==> src/rtl/ttlb_pkg.sv <==
package ttlb_pkg;

  typedef logic [2:0]  kind_t;
  typedef logic [1:0]  mode_t;
  typedef logic [31:0] ms_t;
  typedef logic [15:0] five_s_t;
  typedef logic [3:0]  led_t;

  localparam kind_t KIND_TICK      = 3'd0;
  localparam kind_t KIND_ARM_WATCH = 3'd1;
  localparam kind_t KIND_SET_MODE  = 3'd2;
  localparam kind_t KIND_SEND_GO   = 3'd3;
  localparam kind_t KIND_SEND_DONE = 3'd4;

  localparam mode_t MODE_BLINK = 2'd0;
  localparam mode_t MODE_CLEAR = 2'd1;
  localparam mode_t MODE_IDLE  = 2'd2;
  localparam mode_t MODE_FLASH = 2'd3;

  localparam ms_t          MS_WRAP      = 32'hFFFF_FFFF;
  localparam logic [12:0]  SLICE_LIMIT  = 13'd5000;
  localparam logic [17:0]  SEND_LIMIT   = 18'd120000;
  localparam logic [13:0]  WATCH_LIMIT  = 14'd10000;

  typedef struct packed {
    ms_t     millisecond_count;
    five_s_t five_second_count;
    led_t    led_drive;
    logic    send_ok;
    logic    watchdog_armed;
    logic    watchdog_expired;
    logic    send_timed_out;
    mode_t   led_mode_now;
  } res_t;

endpackage

==> src/rtl/ttlb_in_if.sv <==
interface ttlb_in_if import ttlb_pkg::*; ();
  logic  valid;
  logic  ready;
  kind_t kind;
  mode_t mode_value;
  logic  link_halted;

  modport source (output valid, output kind, output mode_value, output link_halted,
                  input ready);
  modport sink (input valid, input kind, input mode_value, input link_halted,
                output ready);
endinterface

==> src/rtl/ttlb_out_if.sv <==
interface ttlb_out_if import ttlb_pkg::*; ();
  logic    valid;
  logic    ready;
  ms_t     millisecond_count;
  five_s_t five_second_count;
  led_t    led_drive;
  logic    send_ok;
  logic    watchdog_armed;
  logic    watchdog_expired;
  logic    send_timed_out;
  mode_t   led_mode_now;

  modport source (output valid, output millisecond_count, output five_second_count,
                  output led_drive, output send_ok, output watchdog_armed,
                  output watchdog_expired, output send_timed_out, output led_mode_now,
                  input ready);
  modport sink (input valid, input millisecond_count, input five_second_count,
                input led_drive, input send_ok, input watchdog_armed,
                input watchdog_expired, input send_timed_out, input led_mode_now,
                output ready);
endinterface

==> src/rtl/tick_timers_with_led_blinker.sv <==
// the result of a transfer is valid on out_ch in the cycle after it is taken
// throughput: one item per cycle while out_ch is ready; the timer state
// updates in one register pass; no item is taken while a result waits unread
// reset: synchronous, active low; clears all timers, flags, mode and leds,
// the four-led select and the output valid
module tick_timers_with_led_blinker import ttlb_pkg::*; (
  input  logic       clk,
  input  logic       rst_n,
  input  logic       cfg_we,
  input  logic       cfg_wdata,
  ttlb_in_if.sink    in_ch,
  ttlb_out_if.source out_ch
);

  localparam logic [9:0] PH_1    = 10'd1;
  localparam logic [9:0] PH_51   = 10'd51;
  localparam logic [9:0] PH_101  = 10'd101;
  localparam logic [9:0] PH_201  = 10'd201;
  localparam logic [9:0] PH_250  = 10'd250;
  localparam logic [9:0] PH_500  = 10'd500;
  localparam logic [9:0] PH_750  = 10'd750;
  localparam logic [9:0] PH_1000 = 10'd1000;

  logic        four_led_r;
  logic        half_tick_r,   half_tick_nxt;
  ms_t         ms_r,          ms_nxt;
  logic [12:0] slice_r,       slice_nxt;
  five_s_t     five_s_r,      five_s_nxt;
  logic [16:0] send_timer_r,  send_timer_nxt;
  logic        send_ok_r,     send_ok_nxt;
  logic [13:0] watch_timer_r, watch_timer_nxt;
  logic        watch_armed_r, watch_armed_nxt;
  logic [9:0]  phase_r,       phase_nxt;
  mode_t       mode_r,        mode_nxt;
  led_t        led_r,         led_nxt;
  logic        expired_nxt,   timed_out_nxt;

  res_t        res_r;
  logic        out_valid_r;
  logic        in_xfer;

  assign in_ch.ready = !out_valid_r || out_ch.ready;
  assign in_xfer     = in_ch.valid && in_ch.ready;

  always_comb begin
    logic [17:0] send_sum;
    logic [9:0]  ph;

    half_tick_nxt   = half_tick_r;
    ms_nxt          = ms_r;
    slice_nxt       = slice_r;
    five_s_nxt      = five_s_r;
    send_timer_nxt  = send_timer_r;
    send_ok_nxt     = send_ok_r;
    watch_timer_nxt = watch_timer_r;
    watch_armed_nxt = watch_armed_r;
    phase_nxt       = phase_r;
    mode_nxt        = mode_r;
    led_nxt         = led_r;
    expired_nxt     = 1'b0;
    timed_out_nxt   = 1'b0;
    send_sum        = {1'b0, send_timer_r} + 18'd1;
    ph              = phase_r + 10'd1;

    unique case (in_ch.kind)
      KIND_TICK: begin
        half_tick_nxt = !half_tick_r;
        if (half_tick_r) begin
          // one millisecond
          ms_nxt = ms_r + 32'd1;
          if (ms_nxt == MS_WRAP) begin
            ms_nxt = '0;
          end

          slice_nxt = slice_r + 13'd1;
          if (slice_nxt >= SLICE_LIMIT) begin
            slice_nxt  = '0;
            five_s_nxt = five_s_r + 16'd1;
          end

          if (!in_ch.link_halted) begin
            if (!send_ok_r) begin
              if (send_sum >= SEND_LIMIT) begin
                send_timer_nxt = '0;
                send_ok_nxt    = 1'b1;
                timed_out_nxt  = 1'b1;
              end else begin
                send_timer_nxt = send_sum[16:0];
              end
            end else begin
              send_timer_nxt = '0;
            end
          end

          if (watch_armed_r) begin
            watch_timer_nxt = watch_timer_r + 14'd1;
            if (watch_timer_nxt >= WATCH_LIMIT) begin
              watch_timer_nxt = '0;
              watch_armed_nxt = 1'b0;
              expired_nxt     = 1'b1;
            end
          end

          unique case (mode_r)
            MODE_BLINK: begin
              phase_nxt = ph;
              if (four_led_r) begin
                if (ph == PH_250) led_nxt = 4'b0001;
                if (ph == PH_500) led_nxt = 4'b0010;
                if (ph == PH_750) led_nxt = 4'b0100;
                if (ph == PH_1000) begin
                  phase_nxt = '0;
                  led_nxt   = 4'b1000;
                end
              end else begin
                if (ph == PH_500) led_nxt = {led_r[3:2], 2'b01};
                if (ph == PH_1000) begin
                  phase_nxt = '0;
                  led_nxt   = {led_r[3:2], 2'b10};
                end
              end
            end
            MODE_CLEAR: begin
              led_nxt   = four_led_r ? 4'b0000 : {led_r[3:2], 2'b00};
              phase_nxt = '0;
              mode_nxt  = MODE_IDLE;
            end
            MODE_IDLE: begin
              led_nxt   = four_led_r ? {1'b0, led_r[2:0]} : {led_r[3:2], 1'b0, led_r[0]};
              phase_nxt = '0;
            end
            default: begin
              phase_nxt = ph;
              if (four_led_r) begin
                if (ph == PH_1)   led_nxt[3] = 1'b1;
                if (ph == PH_101) led_nxt[3] = 1'b0;
                if (ph == PH_201) phase_nxt  = '0;
              end else begin
                if (ph == PH_1)   led_nxt[1] = 1'b1;
                if (ph == PH_51)  led_nxt[1] = 1'b0;
                if (ph >= PH_101) phase_nxt  = '0;
              end
            end
          endcase
        end
      end
      KIND_ARM_WATCH: watch_armed_nxt = 1'b1;
      KIND_SET_MODE:  mode_nxt        = in_ch.mode_value;
      KIND_SEND_GO:   send_ok_nxt     = 1'b0;
      KIND_SEND_DONE: send_ok_nxt     = 1'b1;
      default: ;
    endcase
  end

  always_ff @(posedge clk) begin
    if (!rst_n) begin
      four_led_r    <= 1'b0;
      half_tick_r   <= 1'b0;
      ms_r          <= '0;
      slice_r       <= '0;
      five_s_r      <= '0;
      send_timer_r  <= '0;
      send_ok_r     <= 1'b0;
      watch_timer_r <= '0;
      watch_armed_r <= 1'b0;
      phase_r       <= '0;
      mode_r        <= MODE_BLINK;
      led_r         <= '0;
      out_valid_r   <= 1'b0;
    end else begin
      if (cfg_we) begin
        four_led_r <= cfg_wdata;
      end
      if (in_xfer) begin
        half_tick_r   <= half_tick_nxt;
        ms_r          <= ms_nxt;
        slice_r       <= slice_nxt;
        five_s_r      <= five_s_nxt;
        send_timer_r  <= send_timer_nxt;
        send_ok_r     <= send_ok_nxt;
        watch_timer_r <= watch_timer_nxt;
        watch_armed_r <= watch_armed_nxt;
        phase_r       <= phase_nxt;
        mode_r        <= mode_nxt;
        led_r         <= led_nxt;
        out_valid_r   <= 1'b1;
      end else if (out_ch.ready) begin
        out_valid_r   <= 1'b0;
      end
    end
  end

  // result payload
  always_ff @(posedge clk) begin
    if (in_xfer) begin
      res_r.millisecond_count <= ms_nxt;
      res_r.five_second_count <= five_s_nxt;
      res_r.led_drive         <= led_nxt;
      res_r.send_ok           <= send_ok_nxt;
      res_r.watchdog_armed    <= watch_armed_nxt;
      res_r.watchdog_expired  <= expired_nxt;
      res_r.send_timed_out    <= timed_out_nxt;
      res_r.led_mode_now      <= mode_nxt;
    end
  end

  assign out_ch.valid             = out_valid_r;
  assign out_ch.millisecond_count = res_r.millisecond_count;
  assign out_ch.five_second_count = res_r.five_second_count;
  assign out_ch.led_drive         = res_r.led_drive;
  assign out_ch.send_ok           = res_r.send_ok;
  assign out_ch.watchdog_armed    = res_r.watchdog_armed;
  assign out_ch.watchdog_expired  = res_r.watchdog_expired;
  assign out_ch.send_timed_out    = res_r.send_timed_out;
  assign out_ch.led_mode_now      = res_r.led_mode_now;

endmodule

==> src/flat_wrapper.sv <==
// flat-port wrapper written by rule: the top's interface ports become plain ports
module tick_timers_with_led_blinker_flat import ttlb_pkg::*;
  (clk, rst_n, cfg_we, cfg_wdata, in_ch_valid, in_ch_kind, in_ch_mode_value, in_ch_link_halted, in_ch_ready, out_ch_valid, out_ch_millisecond_count, out_ch_five_second_count, out_ch_led_drive, out_ch_send_ok, out_ch_watchdog_armed, out_ch_watchdog_expired, out_ch_send_timed_out, out_ch_led_mode_now, out_ch_ready);
  ttlb_in_if in_ch_i ();
  ttlb_out_if out_ch_i ();
  input  logic clk;
  input  logic rst_n;
  input  logic cfg_we;
  input  logic cfg_wdata;
  input wire logic [$bits(in_ch_i.valid)-1:0] in_ch_valid;
  input wire logic [$bits(in_ch_i.kind)-1:0] in_ch_kind;
  input wire logic [$bits(in_ch_i.mode_value)-1:0] in_ch_mode_value;
  input wire logic [$bits(in_ch_i.link_halted)-1:0] in_ch_link_halted;
  output wire logic [$bits(in_ch_i.ready)-1:0] in_ch_ready;
  output wire logic [$bits(out_ch_i.valid)-1:0] out_ch_valid;
  output wire logic [$bits(out_ch_i.millisecond_count)-1:0] out_ch_millisecond_count;
  output wire logic [$bits(out_ch_i.five_second_count)-1:0] out_ch_five_second_count;
  output wire logic [$bits(out_ch_i.led_drive)-1:0] out_ch_led_drive;
  output wire logic [$bits(out_ch_i.send_ok)-1:0] out_ch_send_ok;
  output wire logic [$bits(out_ch_i.watchdog_armed)-1:0] out_ch_watchdog_armed;
  output wire logic [$bits(out_ch_i.watchdog_expired)-1:0] out_ch_watchdog_expired;
  output wire logic [$bits(out_ch_i.send_timed_out)-1:0] out_ch_send_timed_out;
  output wire logic [$bits(out_ch_i.led_mode_now)-1:0] out_ch_led_mode_now;
  input wire logic [$bits(out_ch_i.ready)-1:0] out_ch_ready;
  assign in_ch_i.valid = in_ch_valid;
  assign in_ch_i.kind = in_ch_kind;
  assign in_ch_i.mode_value = in_ch_mode_value;
  assign in_ch_i.link_halted = in_ch_link_halted;
  assign in_ch_ready = in_ch_i.ready;
  assign out_ch_valid = out_ch_i.valid;
  assign out_ch_millisecond_count = out_ch_i.millisecond_count;
  assign out_ch_five_second_count = out_ch_i.five_second_count;
  assign out_ch_led_drive = out_ch_i.led_drive;
  assign out_ch_send_ok = out_ch_i.send_ok;
  assign out_ch_watchdog_armed = out_ch_i.watchdog_armed;
  assign out_ch_watchdog_expired = out_ch_i.watchdog_expired;
  assign out_ch_send_timed_out = out_ch_i.send_timed_out;
  assign out_ch_led_mode_now = out_ch_i.led_mode_now;
  assign out_ch_i.ready = out_ch_ready;
  tick_timers_with_led_blinker u_core (.clk(clk), .rst_n(rst_n), .cfg_we(cfg_we), .cfg_wdata(cfg_wdata), .in_ch(in_ch_i), .out_ch(out_ch_i));
endmodule
==> config.mk <==
export PLATFORM = sky130hd
export DESIGN_NAME = tick_timers_with_led_blinker_flat
export DESIGN_NICKNAME = d
export VERILOG_FILES = /design/src/rtl/ttlb_pkg.sv /design/src/rtl/ttlb_in_if.sv /design/src/rtl/ttlb_out_if.sv /design/src/rtl/tick_timers_with_led_blinker.sv /design/src/flat_wrapper.sv
export SDC_FILE = /design/constraint.sdc
export NUM_CORES = 1
export LEC_CHECK = 0
export ABC_AREA = 1
export BUFFER_PORTS_ARGS = -buffer_cell sky130_fd_sc_hd__buf_2
export CORE_MARGIN = 4
export CORE_UTILIZATION = 40
export CTS_CLUSTER_SIZE = 40
export DETAILED_ROUTE_END_ITERATION = 8
export GPL_TIMING_DRIVEN = 0
export PLACE_DENSITY_LB_ADDON = 0.05
export SLEW_MARGIN = 10
export SYNTH_ARGS = -nofsm -noshare
export SYNTH_HDL_FRONTEND = slang
export SYNTH_SLANG_ARGS = --single-unit
==> constraint.sdc <==
create_clock -name clk -period 3.5 [get_ports clk]
set_input_delay 0.7 -clock clk [delete_from_list [all_inputs] [get_ports clk]]
set_output_delay 0.7 -clock clk [all_outputs]
set_load 0.05 [all_outputs]
==> flow_summary.ini <==
[place]
place_ws_ps = 158.8
numPortBuffers = 71
placedInstanceArea_mm2 = 0.01048
dp_hpwl_mm = 19.64
gp_congestion = 0.9040

[clocking]
cts_resized = 0
cts_sinks = 171
htreeDepth = 4
clk_latency_ps = 430
cts_buffers = 17
clk_pin_slew_ps = 70
cts_setup_buffers = 0
cts_root_buf = clkbuf_16
cts_tree = yes
hold_buffers = 0
clock_path_buffers = 2

[power]
clkPwrFrac_pct = 42.6
p_per_area_mw_per_mm2 = 398.0
ir_drop_mv = 0.2250
netSwitchingFraction_pct = 28.52
p_leak_nw = 4.559
switching_power_w = 0.001255
p_int_w = 0.003145
share_comb_of_total_power_pct = 8.6
p_seq_share_pct = 48.8

[setup_path]
arrival_ps = 3090
crit_path_end_kind = register
r2r_end = u_core.out_ch.millisecond_count[9]
r2r_cells = 13
worstReg2RegStart = u_core.ms_r[1]
worst-path-max-fanout = 10
critPathLaunchType = register
path_class = reg -> reg
critPathRequiredTime_ps = 3640
r2r_setup_slack_ps = 550

[yosys]
synth-xor-area-share_pct = 4.519
synth_edf_count = 58
yosysWarnings = 0
synth_seq_cells = 171
synth_top_family_by_area = simple AND/OR/NAND/NOR gates
synth.top_cell.area_share_pct = 23.34
synthAdderAreaFrac_pct = 1.549
synth_cell_type_count = 44
async_flop_share_pct = 0
synthesis.nets = 1406
yosysSeqAreaShare_pct = 41.32
synthCells = 1382
synthMuxAreaShare_pct = 0
synth_compound_area_share_pct = 9.709
synth_area_per_cell_um2 = 7.012
synthFlopType = dfxtp_1
synth_simple_gate_area_share_pct = 33.61
synth_largest_area_cell = dfxtp_1
synthesis.area_mm2 = 0.009691
synth_area_leaders = dfxtp_1 23%, edfxtp_1 18%, nand2_1 15%, inv_1 7.0%, nand3_1 5.6%

[timing]
rsz0062_at_grt = no
finalMaxSlewViolations = 0
finalCritPeriodShare_pct = 84.36
fin_ws_ps = 547.3
worstMarginPinSlew_ps = 937.7
fmax_ghz = 0.3387
setup_viol = 0
min_period_ps = 2953
max_slew_margin_pct = 37.26
fin_skew_ps = 14.76
hold_viol = 0
setup_tns_ps = 0

[grt]
grt_start_max_net_pins = 48
grt_antenna_before_repair = 0
grt_usage_pct = 19.85
grt_pass1_wl_mm = 42.73
grt_pass1_vias = 8347
overflow = 0

[drt]
wl_mm = 26.30
drtAntennaViolNets = 0
num_vias = 8966
drt-initial-drc-count = 634
drc = 0
wire_per_inst_um = 14.57
via_per_inst = 4.967
firstDrtPassIters = 5

[floorplanning]
start_util_pct = 40.92
die_h_um = 163.7
placementRows = 56
dieArea_mm2 = 0.02678
die_x_um = 163.7
coreArea_mm2 = 0.02368
ioPinCount = 72

[final_layout]
nets = 1497
num_antenna_cells = 0
area.growth.synth_to_final_pct = 14.07
drive_gt1_share_pct = 10.77
fin_area_mm2 = 0.01105

[min_path]
min_to = u_core.watch_timer_r[13]
hold_path.class = reg -> reg
min_path_cells = 2
min_from = u_core.watch_timer_r[13]

[run_status]
status = finished, final reports clean

[job]
drv_cap = 0
## power by group through the flow
stage	logic, W	registers, W	clock network (W)
6_report	0.000379	0.00215	0.00187
5_1_grt	0.000411	0.00215	0.00200
4_1_cts	0.000384	0.00215	0.00191
3_5_place_dp	0.000383	0.00219	0
3_3_place_gp	0.000375	0.00219	0
2_1_floorplan	0.000130	0.00233	0
## state kept, by name, summed over array words and instances (netlist names)
signal / flops
u_core.phase_r: 10
u_core.out_ch.five_second_count: 16
u_core.five_s_r: 16
u_core.ms_r: 32
u_core.send_timer_r: 17
u_core.half_tick_r: 1
u_core.slice_r: 13
u_core.watch_armed_r: 1
u_core.out_ch.watchdog_expired: 1
u_core.send_ok_r: 1
u_core.four_led_r: 1
u_core.out_ch.send_timed_out: 1
u_core.out_ch.millisecond_count: 32
u_core.out_ch.send_ok: 1
u_core.out_ch.led_mode_now: 2
u_core.led_r: 4
u_core.mode_r: 2
u_core.out_ch.watchdog_armed: 1
u_core.out_ch.led_drive: 4
u_core.out_ch.valid: 1
u_core.watch_timer_r: 14
## cell families after synthesis
kind of cell / count (synthesis)
XOR/XNOR: 50
flip-flops: 171
AND/OR/NAND/NOR: 745
AO/OA/AOI/OAI: 178
adder cells (fa/ha/maj): 12
buffers and inverters: 226
## routing by layer
metal | vias up | wire length, µm | global-route usage (%) | share of wire [%]
li1 | 4649 | - | - | -
met1 | 4081 | 12960 | 28.63 | 49
met2 | 205 | 11620 | 31.23 | 44
met3 | 31 | 1316 | 2.902 | 5.0
met4 | 0 | 410 | 5.223 | 1.6
met5 | - | 0 | 0 | 0
## synthesized netlist by cell type (2+ instances only)
| cell type | instances |
|---|---|
| nor3_1 | 30 |
| dfxtp_1 | 113 |
| a21oi_1 | 72 |
| or2_2 | 2 |
| edfxtp_1 | 58 |
| o21bai_1 | 3 |
| nand2_1 | 395 |
| xnor2_1 | 5 |
| o211ai_1 | 2 |
| nor2_1 | 136 |
| nor2_2 | 12 |
| nand2_2 | 2 |
| nand4_1 | 27 |
| o21ai_0 | 63 |
| inv_2 | 7 |
| clkbuf_1 | 26 |
| buf_6 | 6 |
| nand3_2 | 15 |
| clkinv_1 | 2 |
| xor2_1 | 45 |
| nor3_2 | 5 |
| ha_1 | 12 |
| inv_1 | 180 |
| o31ai_1 | 2 |
| o22ai_1 | 6 |
| buf_2 | 3 |
| nand3b_1 | 6 |
| nand3_1 | 109 |
| o21ai_1 | 23 |
## layout make-up
| type | instances | area [µm²] |
|---|---|---|
| fill | 2523 | 12630 |
| multi-input combinational | 985 | 4786 |
| sequential | 171 | 4004 |
| inverter | 189 | 709.4 |
| clock buffer | 17 | 425.4 |
| tap | 319 | 399.1 |
| timing repair buffer | 72 | 382.9 |
| buffer | 37 | 195.2 |
| clock inverter | 15 | 152.6 |
## cell usage in the layout (no fill, tap or decap), types with 7 or more instances in the layout
master | netlist | routed
nand2_1 | 395 | 395
inv_1 | 180 | 180
nor2_1 | 136 | 136
dfxtp_1 | 113 | 113
nand3_1 | 109 | 109
buf_2 | 3 | 74
a21oi_1 | 72 | 72
o21ai_0 | 63 | 63
edfxtp_1 | 58 | 58
xor2_1 | 45 | 45
nor3_1 | 30 | 30
nand4_1 | 27 | 27
clkbuf_1 | 26 | 25
o21ai_1 | 23 | 23
clkbuf_16 | 0 | 17
nand3_2 | 15 | 15
nor2_2 | 12 | 12
ha_1 | 12 | 12
inv_2 | 7 | 7
## critical path, stage by stage, from the launching register on
cell and delay [ps]:
dfxtp_1 430, ha_1 240, nand2_1 80, nor2_2 210, nand3_2 190, nor2_2 220
nand4_1 170, xor2_1 210, nand3b_1 110, nor2_1 200, nand3_4 220, buf_6 220
nand2_1 60, o21ai_1 100
## per-stage QoR
step / hold slack, ps / util (%) / std cells / total power, W
after floorplan: 445.1 / - / 1382 / 0.002459
after global placement: 466.1 / 44.11 / 1772 / 0.002570
after detailed placement: 472.1 / 44.24 / 1773 / 0.002575
after CTS: 484.2 / 46.68 / 1805 / 0.004442
after global routing: 497.4 / 46.68 / 1805 / 0.004561
final: 486.2 / 46.68 / 1805 / 0.004400
## worst max path at each step
stage | slack (ps) | to | start | cells past startpoint
2_1_floorplan | 790 | u_core.out_ch.five_second_count[0] | out_ch_ready | 5
3_5_place_dp | 160 | u_core.slice_r[7] | out_ch_ready | 12
6_report | 550 | u_core.out_ch.millisecond_count[9] | u_core.ms_r[1] | 13
4_1_cts | 600 | u_core.slice_r[6] | out_ch_ready | 12
5_1_grt | 320 | u_core.out_ch.millisecond_count[0] | u_core.ms_r[0] | 13
3_3_place_gp | 160 | u_core.slice_r[3] | out_ch_ready | 12
No activity file was read; power rests on OpenSTA's default activity.
